## src/iida_pkg.sv

```systemverilog
// ----------------------------------------------------------------------------
// iida_pkg
// Shared types and constants for the indexed insert/delete array: operation
// and status codes, word layouts and the per-cell control bundle.
// ----------------------------------------------------------------------------
package iida_pkg;

    // fixed field widths of the request and response words
    localparam int FUNC_W   = 2;
    localparam int POS_W    = 7;
    localparam int VALUE_W  = 32;
    localparam int STATUS_W = 2;
    localparam int COUNT_W  = 7;

    // index width wide enough for any supported depth and its count
    localparam int IDX_W    = 11;
    // widest supported element width
    localparam int WIDE_W   = 64;

    typedef enum logic [FUNC_W-1:0] {
        OP_APPEND = 2'd0,
        OP_INSERT = 2'd1,
        OP_DELETE = 2'd2,
        OP_READ   = 2'd3
    } op_t;

    typedef enum logic [STATUS_W-1:0] {
        ST_DONE   = 2'd0,
        ST_FULL   = 2'd1,
        ST_BADIDX = 2'd2
    } status_t;

    // action broadcast to every cell for one accepted word
    typedef enum logic [2:0] {
        ACT_HOLD   = 3'd0,
        ACT_APPEND = 3'd1,
        ACT_INSERT = 3'd2,
        ACT_DELETE = 3'd3,
        ACT_READ   = 3'd4
    } cell_act_t;

    typedef struct packed {
        cell_act_t        action;
        logic [IDX_W-1:0] pos;
        logic [IDX_W-1:0] count;
    } cell_ctrl_t;

    typedef struct packed {
        op_t                       func;
        logic [POS_W-1:0]          position;
        logic signed [VALUE_W-1:0] value;
    } req_word_t;

    typedef struct packed {
        status_t                   status;
        logic signed [VALUE_W-1:0] read_value;
        logic [COUNT_W-1:0]        element_count;
    } rsp_word_t;

endpackage

```

## src/iida_cell.sv

```systemverilog
// ----------------------------------------------------------------------------
// iida_cell
// One storage slot of the list. Compares its own index with the requested
// position and count, then loads a new value, takes its lower or upper
// neighbor, or holds. Also presents its value when it is the read target.
// ----------------------------------------------------------------------------
module iida_cell
    import iida_pkg::*;
#(
    parameter int INDEX      = 0,
    parameter int DATA_WIDTH = 32
) (
    input  logic                  clk,
    input  cell_ctrl_t            ctrl,
    input  logic [DATA_WIDTH-1:0] value,
    input  logic [DATA_WIDTH-1:0] lower,
    input  logic [DATA_WIDTH-1:0] upper,
    output logic [DATA_WIDTH-1:0] data,
    output logic [DATA_WIDTH-1:0] hit_data
);

    localparam logic [IDX_W-1:0] MY_IDX = IDX_W'(INDEX);

    logic [DATA_WIDTH-1:0] data_reg;
    logic [DATA_WIDTH-1:0] data_next;

    // next slot contents
    always_comb
    begin
        data_next = data_reg;
        case (ctrl.action)
            ACT_APPEND:
            begin
                if (MY_IDX == ctrl.count)
                    data_next = value;
            end
            ACT_INSERT:
            begin
                if (MY_IDX == ctrl.pos)
                    data_next = value;
                else if (MY_IDX > ctrl.pos && MY_IDX <= ctrl.count)
                    data_next = lower;
            end
            ACT_DELETE:
            begin
                if (MY_IDX >= ctrl.pos && (MY_IDX + 1'b1) < ctrl.count)
                    data_next = upper;
            end
            default:
            begin
                data_next = data_reg;
            end
        endcase
    end

    // slot storage, payload only
    always_ff @(posedge clk)
    begin
        data_reg <= data_next;
    end

    // read tap, zero unless this slot is addressed
    assign hit_data = (ctrl.action == ACT_READ && MY_IDX == ctrl.pos) ? data_reg : '0;
    assign data     = data_reg;

endmodule

```

## config.mk

```make
export PLATFORM = sky130hd
export DESIGN_NAME = iida_cell
export DESIGN_NICKNAME = d
export VERILOG_FILES = /design/src/iida_pkg.sv /design/src/iida_cell.sv
export SDC_FILE = /design/constraint.sdc
export NUM_CORES = 1
export LEC_CHECK = 0
export ABC_AREA = 1
export BUFFER_PORTS_ARGS = -buffer_cell sky130_fd_sc_hd__clkbuf_2
export CORE_MARGIN = 10
export CORE_UTILIZATION = 39
export DETAILED_ROUTE_END_ITERATION = 6
export PLACE_DENSITY = 0.83
export SYNTH_ARGS = -nofsm -noshare
export SYNTH_HDL_FRONTEND = slang
export SYNTH_SLANG_ARGS = --single-unit
```

## constraint.sdc

```tcl
create_clock -name clk -period 1.7 [get_ports clk]
set_input_delay 0.17 -clock clk [delete_from_list [all_inputs] [get_ports clk]]
set_output_delay 0.17 -clock clk [all_outputs]
set_load 0.005 [all_outputs]
```

==> out/metrics.yaml, run 1 <==
status:
  status: "finished clean"
worst_hold_path:
  holdPathEnd: "data[20]$_DFFE_PP_"
  holdPathStages: 5
  hold_path.class: "in -> reg"
  hold_start: "lower[20]"
job:
  max-cap-violations: 0
power_and_ir_drop:
  combPwrFrac_pct: 19.4
  clock_power_share_pct: 35.6
  power_leakage_nw: 2.424
  seq_power_share_pct: 45.1
  p_per_area_nw_per_um2: 488.6
  switching_share_pct: 23.66
  ir_drop_uv: 293.5
  p_sw_uw: 460.3
  p_int_mw: 1.485
clock_network:
  holdBufCountCts: 0
  cts.path.max_buffers: 2
  cts_buffers: 5
  root_buffer: "clkbuf_8"
  htree_levels: 2
  clkSlewWorstSetupHoldPaths_ns: 0.07
  post_cts_resized: 0
  cts_sinks: 32
  post-cts-setup-buffers: 0
  cts_tree: "built"
detailed_routing:
  wl_um: 9573
  vias: 3274
  dr.pass1.iters: 4
  drt_iter0_drc: 91
  drc: 0
  ant_nets: 0
  wl_per_cell_um: 13.30
  vias_per_cell: 4.547
yosys:
  syn_inst: 442
  synth.mux.area_fraction_pct: 0
  synth_compound_area_share_pct: 5.604
  yosys.area_share.simple_pct: 36.69
  synth_top_family_by_area: "simple AND/OR/NAND/NOR gates"
  synthXorXnorAreaFrac_pct: 0
  synth-seq-cells: 32
  yosys.area_share.adder_pct: 0
  yosysWarnings: 0
  synth_area_sq_um: 2858
  avgSynthCellArea_sq_um: 6.465
  synth_nets: 564
  synth_cell_type_count: 22
  yosysSeqAreaShare_pct: 33.63
cells_and_area:
  multi_input_area_sq_um: 1219
  fillCellCount: 686
  antennaDiodeCount: 0
  regArea_sq_um: 960.9
  syn2layout_area_growth_pct: 39.36
  design_area_sq_um: 3983
  layout-drive-gt1-share_pct: 37.20
  num-nets-final: 742
  largest_reg_flops: 32
worst_setup_path:
  startpoint: "ctrl[18]"
  setup.worst_path.class: "in -> out"
  startpoint_type: "input port"
  end_kind: "output port"
  crit_required_ns: 1.53
  crit_arrival_ns: 1.23
  cp_max_fo: 32
timing:
  rsz0062_at_grt: "no"
  clock.fmax_mhz: 712.7
  fin_crit_sh_pct: 82.53
  whs_ns: 0.2614
  setup-tns-final_ns: 0
  worst_slack_ns: 0.2970
  finalSetupViolations: 0
  maxSlewHeadroom_pct: 76.68
  finalHoldViolCount: 0
  drv_slew: 0
  worstMarginPinSlew_ns: 0.3499
  timing.final.crit_period_ns: 1.403
placement:
  dp_hpwl_um: 7863
  gp_congestion: 0.8125
  place_area_sq_um: 3876
  place_ws_ns: 0.2267
  io_buffer_count: 185
global_routing:
  track_usage_pct: 16.46
  grt_max_degree: 65
  gr-total-overflow: 0
  grt_pass1_vias: 3359
  antenna_found_initial: 0
  grt_pass1_wl_um: 15560
floorplan:
  rows: 31
  die-area_sq_um: 11150
  ios: 186
  core_area_sq_um: 7176
  die_h_um: 105.6
  start_util_pct: 39.83
  fp.dieW_um: 105.6
[critical path, cell delays in order]
cell and delay [ns]:
clkbuf_2 0.08, nor2_1 0.09, and2_1 0.29, nand4_4 0.14, buf_12 0.21, nor2_1 0.12
clkbuf_2 0.13
[synth_stat cells]
library cell	instances	share of area, %
inv_1	133	17
nand3_1	97	17
nand2_1	68	8.9
edfxtp_1	32	34
o21ai_0	32	5.6
nor2_1	23	3.0
nor2_2	21	4.6
buf_4	8	2.1
buf_2	7	1.2
buf_6	6	2.4
clkbuf_2	3	0.53
buf_1	2	0.26
and2_1	1	0.22
and3_1	1	0.22
clkbuf_1	1	0.13
nand2_2	1	0.22
nand2_4	1	0.39
nand4_1	1	0.22
nand4_4	1	0.74
nor2_8	1	0.70
nor3_1	1	0.17
nor3b_1	1	0.26
[power groups by stage]
stage | clock network, mW | logic (mW) | registers, mW
2_1_floorplan | 0 | 0.199 | 0.894
3_3_place_gp | 0 | 0.364 | 0.894
3_5_place_dp | 0 | 0.376 | 0.894
4_1_cts | 0.711 | 0.378 | 0.877
5_1_grt | 0.746 | 0.436 | 0.876
6_report | 0.692 | 0.377 | 0.877
[per-stage QoR]
| stage | power, mW | util (%) | cells |
|---|---|---|---|
| after floorplan | 1.093 | - | 442 |
| after global placement | 1.258 | 54.02 | 712 |
| after detailed placement | 1.270 | 54.02 | 712 |
| after CTS | 1.966 | 55.50 | 720 |
| after global routing | 2.058 | 55.50 | 720 |
| final | 1.946 | 55.50 | 720 |
[per-layer routing]
metal | part of all wire, % | global-route usage [%] | vias to the layer above
met1 | 37 | 17.41 | 1438
li1 | - | - | 1691
met4 | 0.63 | 3.772 | 0
met5 | 0 | 0 | -
met2 | 53 | 31.07 | 141
met3 | 8.6 | 5.055 | 4
[placed cells by master, fill, tap and decap left out, drive strengths merged]
cell	count
clkinv	2
clkbuf	190
inv	133
and2	1
and3	1
nor3b	1
nor3	1
o21ai	32
bufinv	1
buf	13
nor2	45
nand3	97
edfxtp	32
nand4	2
nand2	70
[cells by family (layout without fill, tap and decap cells)]
logic type / Yosys count / after routing
AO/OA/AOI/OAI: 32 / 32
buffers and inverters: 160 / 339
flip-flops: 32 / 32
AND/OR/NAND/NOR: 218 / 218
[worst max path at each step]
stage | slack [ns] | to
6_report | 0.30 | hit_data[31]
5_1_grt | 0.16 | hit_data[12]
4_1_cts | 0.27 | hit_data[13]
3_5_place_dp | 0.23 | data[11]$_DFFE_PP_
3_3_place_gp | 0.29 | data[1]$_DFFE_PP_
2_1_floorplan | 0.13 | data[0]$_DFFE_PP_
[area by class of cell]
class | count | share of cell area, %
Sequential cell | 32 | 24.13
Clock buffer | 5 | 1.728
Timing Repair Buffer | 198 | 26.96
Inverter | 133 | 12.54
Tap cell | 99 | 3.110
Clock inverter | 3 | 0.9425
Multi-Input combinational cell | 250 | 30.60
Note: power is estimated with default switching activity, not from simulation.
==> run 2, diff against run 1 <==
--- a/config.mk
+++ b/config.mk
@@ -8,9 +8,9 @@
 export ABC_AREA = 1
 export BUFFER_PORTS_ARGS = -buffer_cell sky130_fd_sc_hd__clkbuf_2
 export CORE_MARGIN = 10
-export CORE_UTILIZATION = 39
+export CORE_UTILIZATION = 40
 export DETAILED_ROUTE_END_ITERATION = 6
-export PLACE_DENSITY = 0.83
+export PLACE_DENSITY = 0.82
 export SYNTH_ARGS = -nofsm -noshare
 export SYNTH_HDL_FRONTEND = slang
 export SYNTH_SLANG_ARGS = --single-unit
==> constraint.sdc (replaced) <==
create_clock -name clk -period 1.4 [get_ports clk]
set_input_delay 0.14 -clock clk [delete_from_list [all_inputs] [get_ports clk]]
set_output_delay 0.14 -clock clk [all_outputs]
set_load 0.005 [all_outputs]
==> out/metrics.yaml, run 2 (synthesis results as in run 1) <==
status:
  status: "finished clean"  # unchanged
power_and_ir_drop:
  power_leakage_nw: 2.415  # was 2.424 nW
  ir_drop_uv: 263.7  # was 293.5 uV
  p_total_mw: 2.145  # was 1.946 mW
  p_per_area_nw_per_um2: 541.3  # was 488.6 nW/um^2
cells_and_area:
  multi_input_area_sq_um: 1225  # was 1219 sq um
  design_area_sq_um: 3963  # was 3983 sq um
  fillCellCount: 682  # was 686
  largest_reg_flops: 32  # unchanged
  antennaDiodeCount: 0  # unchanged
  regArea_sq_um: 960.9  # unchanged
  instances_no_fill: 717  # was 720
  syn2layout_area_growth_pct: 38.66  # was 39.36%
  final_core_util_pct: 57.69  # was 55.50%
  final_cell_mix: "clkbuf_2, inv_1, nand3_1, nand2_1"  # unchanged
  num-nets-final: 743  # was 742
  final_common_cell: "clkbuf_2"  # unchanged
  layout-drive-gt1-share_pct: 37.36  # was 37.20%
global_routing:
  grt_pass1_vias: 3336  # was 3,359
  antenna_found_initial: 0  # unchanged
  track_usage_pct: 17.08  # was 16.46%
  grt_pass1_wl_um: 15840  # was 15,560 um
  grt_max_degree: 35  # was 65
  gr-total-overflow: 0  # unchanged
job:
  max-cap-violations: 0  # unchanged
timing:
  drv_slew: 0  # unchanged
  timing.final.crit_period_ns: 1.292
  finalSetupViolations: 0  # unchanged
  clock.fmax_mhz: 774.2
  setup-tns-final_ns: 0  # unchanged
  fin_crit_sh_pct: 92.26
  finalHoldViolCount: 0  # unchanged
  maxSlewHeadroom_pct: 81.33  # was 76.68%
  worstMarginPinSlew_ns: 0.2779  # was 0.3499 ns
  worst_slack_ns: 0.1084  # was 0.2970 ns
  rsz0062_at_grt: "no"  # unchanged
  whs_ns: 0.2331  # was 0.2614 ns
floorplan:
  start_util_pct: 41.60  # was 39.83%
  rows: 30  # was 31
  core_area_sq_um: 6869  # was 7176 sq um
  die_h_um: 104.5  # was 105.6 um
  fp.dieW_um: 104.5  # was 105.6 um
  ios: 186  # unchanged
  die-area_sq_um: 10930  # was 11,150 sq um
worst_setup_path:
  end_kind: "output port"  # unchanged
  crit_required_ns: 1.26  # was 1.53 ns
  crit_arrival_ns: 1.15  # was 1.23 ns
  cp_max_fo: 32  # unchanged
  startpoint_type: "input port"  # unchanged
  setup.worst_path.class: "in -> out"  # unchanged
clock_network:
  clkSlewWorstSetupHoldPaths_ns: 0.06  # was 0.07 ns
  cts_buffers: 5  # unchanged
  root_buffer: "clkbuf_8"  # unchanged
  cts_sinks: 32  # unchanged
  cts.path.max_buffers: 2  # unchanged
  htree_levels: 2  # unchanged
  cts_tree: "built"  # unchanged
detailed_routing:
  met3WireLength_um: 826  # was 825 um
  drt_iter0_drc: 101  # was 91
  vias_per_cell: 4.490  # was 4.547
  wl_per_cell_um: 13.12  # was 13.30 um
  wl_um: 9406  # was 9573 um
  top_layer: "met4"  # unchanged
  dr.pass1.iters: 4  # unchanged
  drc: 0  # unchanged
  m1WireLength_um: 3627  # was 3584 um
  ant_nets: 0  # unchanged
  vias: 3219  # was 3,274
  met2_wirelength_um: 4761  # was 5103 um
placement:
  place_area_sq_um: 3885  # was 3876 sq um
  dp_hpwl_um: 8035  # was 7863 um
  dp_cells: 710  # was 712
  gp_congestion: 0.8117  # was 0.8125
  place_ws_ns: -0.03007  # was 0.2267 ns
  io_buffer_count: 185  # unchanged
worst_hold_path:
  hold_start: "lower[7]"  # was lower[20]
  holdPathEnd: "data[7]$_DFFE_PP_"  # was data[20]$_DFFE_PP_
  holdPathStages: 5  # unchanged
  hold_path.class: "in -> reg"  # unchanged
[run 2: cell count changes in the layout (fill, tap and decap cells not counted), sizes merged]
cell,before,now
buf,13,14
bufinv,1,0
[run 2: what timing repair did]
item | in CTS | in global routing
hold buffers | 0 | 0
setup endpoints to repair | 0 | 13
gates resized for setup | 0 | 1
setup buffers | 0 | 0
[run 2: layout make-up]
| cell class | count | share of cell area (%) |
|---|---|---|
| inverters | 133 | 12.60 |
| repair buffers | 199 | 27.28 |
| clock buffers | 5 | 1.737 |
| clock inverters | 2 | 0.1895 |
| well taps | 96 | 3.031 |
| multi-input cells | 250 | 30.91 |
| flip-flops and latches | 32 | 24.25 |
[run 2: report_power, final]
group | internal, mW | switching [mW]
logic | 0.221 | 0.236
registers | 1.06 | 0.000180
clock network | 0.327 | 0.296
total | 1.61 | 0.532
[run 2: worst max path at each step]
stage	start	endpoint	slack (ns)	cells after the start
after floorplan	ctrl[11]	data[0]$_DFFE_PP_	0.03	7
after global placement	ctrl[11]	data[25]$_DFFE_PP_	0.03	9
after detailed placement	ctrl[18]	data[14]$_DFFE_PP_	-0.03	7
after CTS	ctrl[18]	hit_data[14]	0.06	7
after global routing	ctrl[20]	hit_data[19]	0.007	8
final	ctrl[11]	hit_data[14]	0.11	8
[run 2: critical path, cell delays in order]
cell and delay, ns:
clkbuf_2 0.08, nor2_1 0.12, nand2_2 0.10, nor2_8 0.16, nand4_4 0.09, buf_12 0.20, nor2_1 0.13, clkbuf_2 0.13
[run 2: layer usage]
metal  vias up  global-route usage (%)
met1      1376                   18.36
met2       137                   30.71
met3        15                   5.824
li1       1691                       -
met4         0                   5.169
met5         -                       0
==> run 3, diff against run 2 <==
--- a/config.mk
+++ b/config.mk
@@ -10,7 +10,7 @@
 export CORE_MARGIN = 10
 export CORE_UTILIZATION = 40
 export DETAILED_ROUTE_END_ITERATION = 6
-export PLACE_DENSITY = 0.82
+export PLACE_DENSITY_LB_ADDON = 0.2
 export SYNTH_ARGS = -nofsm -noshare
 export SYNTH_HDL_FRONTEND = slang
 export SYNTH_SLANG_ARGS = --single-unit
==> out/metrics.yaml, run 3 (synthesis results as in run 1) <==
status:
  status: "finished clean"  # unchanged
timing:
  finalHoldViolCount: 0  # unchanged
  rsz0062_at_grt: "no"  # unchanged
  drv_slew: 0  # unchanged
  maxSlewHeadroom_pct: 80.19  # was 81.33%
  setup-tns-final_ns: 0  # unchanged
  finalSetupViolations: 0  # unchanged
  worst_slack_ns: 0.1252  # was 0.1084 ns
  timing.final.crit_period_ns: 1.275  # was 1.292 ns
  fin_crit_sh_pct: 91.06  # was 92.26%
  clock.fmax_mhz: 784.5  # was 774.2 MHz
  worstMarginPinSlew_ns: 0.2971  # was 0.2779 ns
global_routing:
  grt_util_met3_pct: 6.134  # was 5.824%
  grt_max_degree: 33  # was 35
  met1_usage_pct: 18.28  # was 18.36%
  grt_util_met2_pct: 29.10  # was 30.71%
  gr-max-usage-layer: "met2"  # unchanged
  grt_pass1_vias: 3248  # was 3,336
  grt_pass1_wl_um: 15210  # was 15,840 um
  antenna_found_initial: 0  # unchanged
  gr-total-overflow: 0  # unchanged
  track_usage_pct: 16.50  # was 17.08%
worst_setup_path:
  startpoint_type: "input port"  # unchanged
  path_delay_family: "simple AND/OR/NAND/NOR gates"  # unchanged
  setup.worst_path.class: "in -> out"  # unchanged
  cp_max_fo: 20  # was 32
  crit_buf_inv: 3  # unchanged
  crit_slowest_cell: "buf_12"  # unchanged
  end_kind: "output port"  # unchanged
  cpPeakStageDelay_ns: 0.19  # was 0.20 ns
  crit_chain: "clkbuf_2 > nor2_1 > nand2_2 > nor2_8 > nand4_4 > buf_12 > nor2_1 > clkbuf_2"  # unchanged
  crit_arrival_ns: 1.13  # was 1.15 ns
  crit_required_ns: 1.26  # about the same
placement:
  dp_hpwl_um: 8017  # was 8035 um
  gp_congestion: 0.7771  # was 0.8117
  place_area_sq_um: 3887  # was 3885 sq um
  io_buffer_count: 185  # unchanged
  place_ws_ns: 0.009874  # was -0.03007 ns
worst_hold_path:
  hold_start: "lower[7]"  # unchanged
  holdPathStages: 5  # unchanged
  hold_path.class: "in -> reg"  # unchanged
  holdPathEnd: "data[7]$_DFFE_PP_"  # unchanged
clock_network:
  root_buffer: "clkbuf_8"  # unchanged
  post-cts-setup-buffers: 0  # unchanged
  cts.path.max_buffers: 2  # unchanged
  cts_buffers: 5  # unchanged
  clkSlewWorstSetupHoldPaths_ns: 0.06  # about the same
  htree_levels: 2  # unchanged
  cts_tree: "built"  # unchanged
  cts_sinks: 32  # unchanged
cells_and_area:
  final_common_cell: "clkbuf_2"  # unchanged
  final_cell_mix: "clkbuf_2, inv_1, nand3_1, nand2_1"  # unchanged
  largest_reg_flops: 32  # unchanged
  antennaDiodeCount: 0  # unchanged
  layout-drive-gt1-share_pct: 37.56  # was 37.36%
  syn2layout_area_growth_pct: 38.88  # was 38.66%
  num-nets-final: 745  # was 743
  design_area_sq_um: 3969  # was 3963 sq um
detailed_routing:
  dr.pass1.iters: 4  # unchanged
  wl_um: 9510  # was 9406 um
  wl_per_cell_um: 13.23  # was 13.12 um
  ant_nets: 0  # unchanged
  vias_per_cell: 4.540  # was 4.490
  drc: 0  # unchanged
  vias: 3264  # was 3,219
  drt_iter0_drc: 135  # was 101
floorplan:
  start_util_pct: 41.60  # unchanged
  die-area_sq_um: 10930  # unchanged
  die_h_um: 104.5  # unchanged
  core_area_sq_um: 6869  # unchanged
  fp.dieW_um: 104.5  # unchanged
  rows: 30  # unchanged
  ios: 186  # unchanged
power_and_ir_drop:
  ir_drop_uv: 262.5  # was 263.7 uV
  power_leakage_nw: 2.423  # was 2.415 nW
  p_per_area_nw_per_um2: 542.3  # was 541.3 nW/um^2
job:
  max-cap-violations: 0  # unchanged
-- run 3: worst max-delay path by stage --
stage	end	depth (start not counted)	startpoint	slack, ns
6_report	hit_data[31]	8	ctrl[11]	0.13
5_1_grt	hit_data[13]	8	ctrl[14]	0.01
4_1_cts	hit_data[14]	7	ctrl[18]	0.04
3_5_place_dp	data[7]$_DFFE_PP_	9	ctrl[14]	0.01
3_3_place_gp	data[21]$_DFFE_PP_	9	ctrl[11]	0.01
2_1_floorplan	data[0]$_DFFE_PP_	7	ctrl[11]	0.03
-- run 3: layout make-up --
type	instances	area (sq um)
inverters	133	499.2
well taps	96	120.1
clock inverters	2	7.507
clock buffers	5	68.82
fillers	663	2900
flip-flops and latches	32	960.9
multi-input cells	250	1225
repair buffers	201	1087
-- run 3: metal layers --
layer | share of wire (%) | up-vias | wire length, um
met3 | 10 | 7 | 973
met2 | 50 | 153 | 4719
li1 | - | 1696 | -
met4 | 0.96 | 0 | 91
met1 | 39 | 1408 | 3727
met5 | 0 | - | 0
-- run 3: stage by stage --
stage / hold slack, ns / std cells / power [mW] / utilization [%]
floorplan: 0.4102 / 442 / 1.327 / -
global placement: 0.5065 / 712 / 1.529 / 56.59
detailed placement: 0.5153 / 712 / 1.541 / 56.59
CTS: 0.2291 / 719 / 2.178 / 57.70
global route: 0.2402 / 719 / 2.290 / 57.78
finish: 0.2363 / 719 / 2.152 / 57.78
-- run 3: power by group --
part	switching, mW	total, mW	internal [mW]
clock	0.305	0.632	0.327
combinational	0.235	0.455	0.220
sequential	0.000173	1.06	1.06
total	0.541	2.15	1.61
-- run 3: what timing repair did --
action / in CTS / in global routing
gates resized for setup: 0 / 2
setup endpoints to repair: 0 / 18
hold buffers: 0 / 0
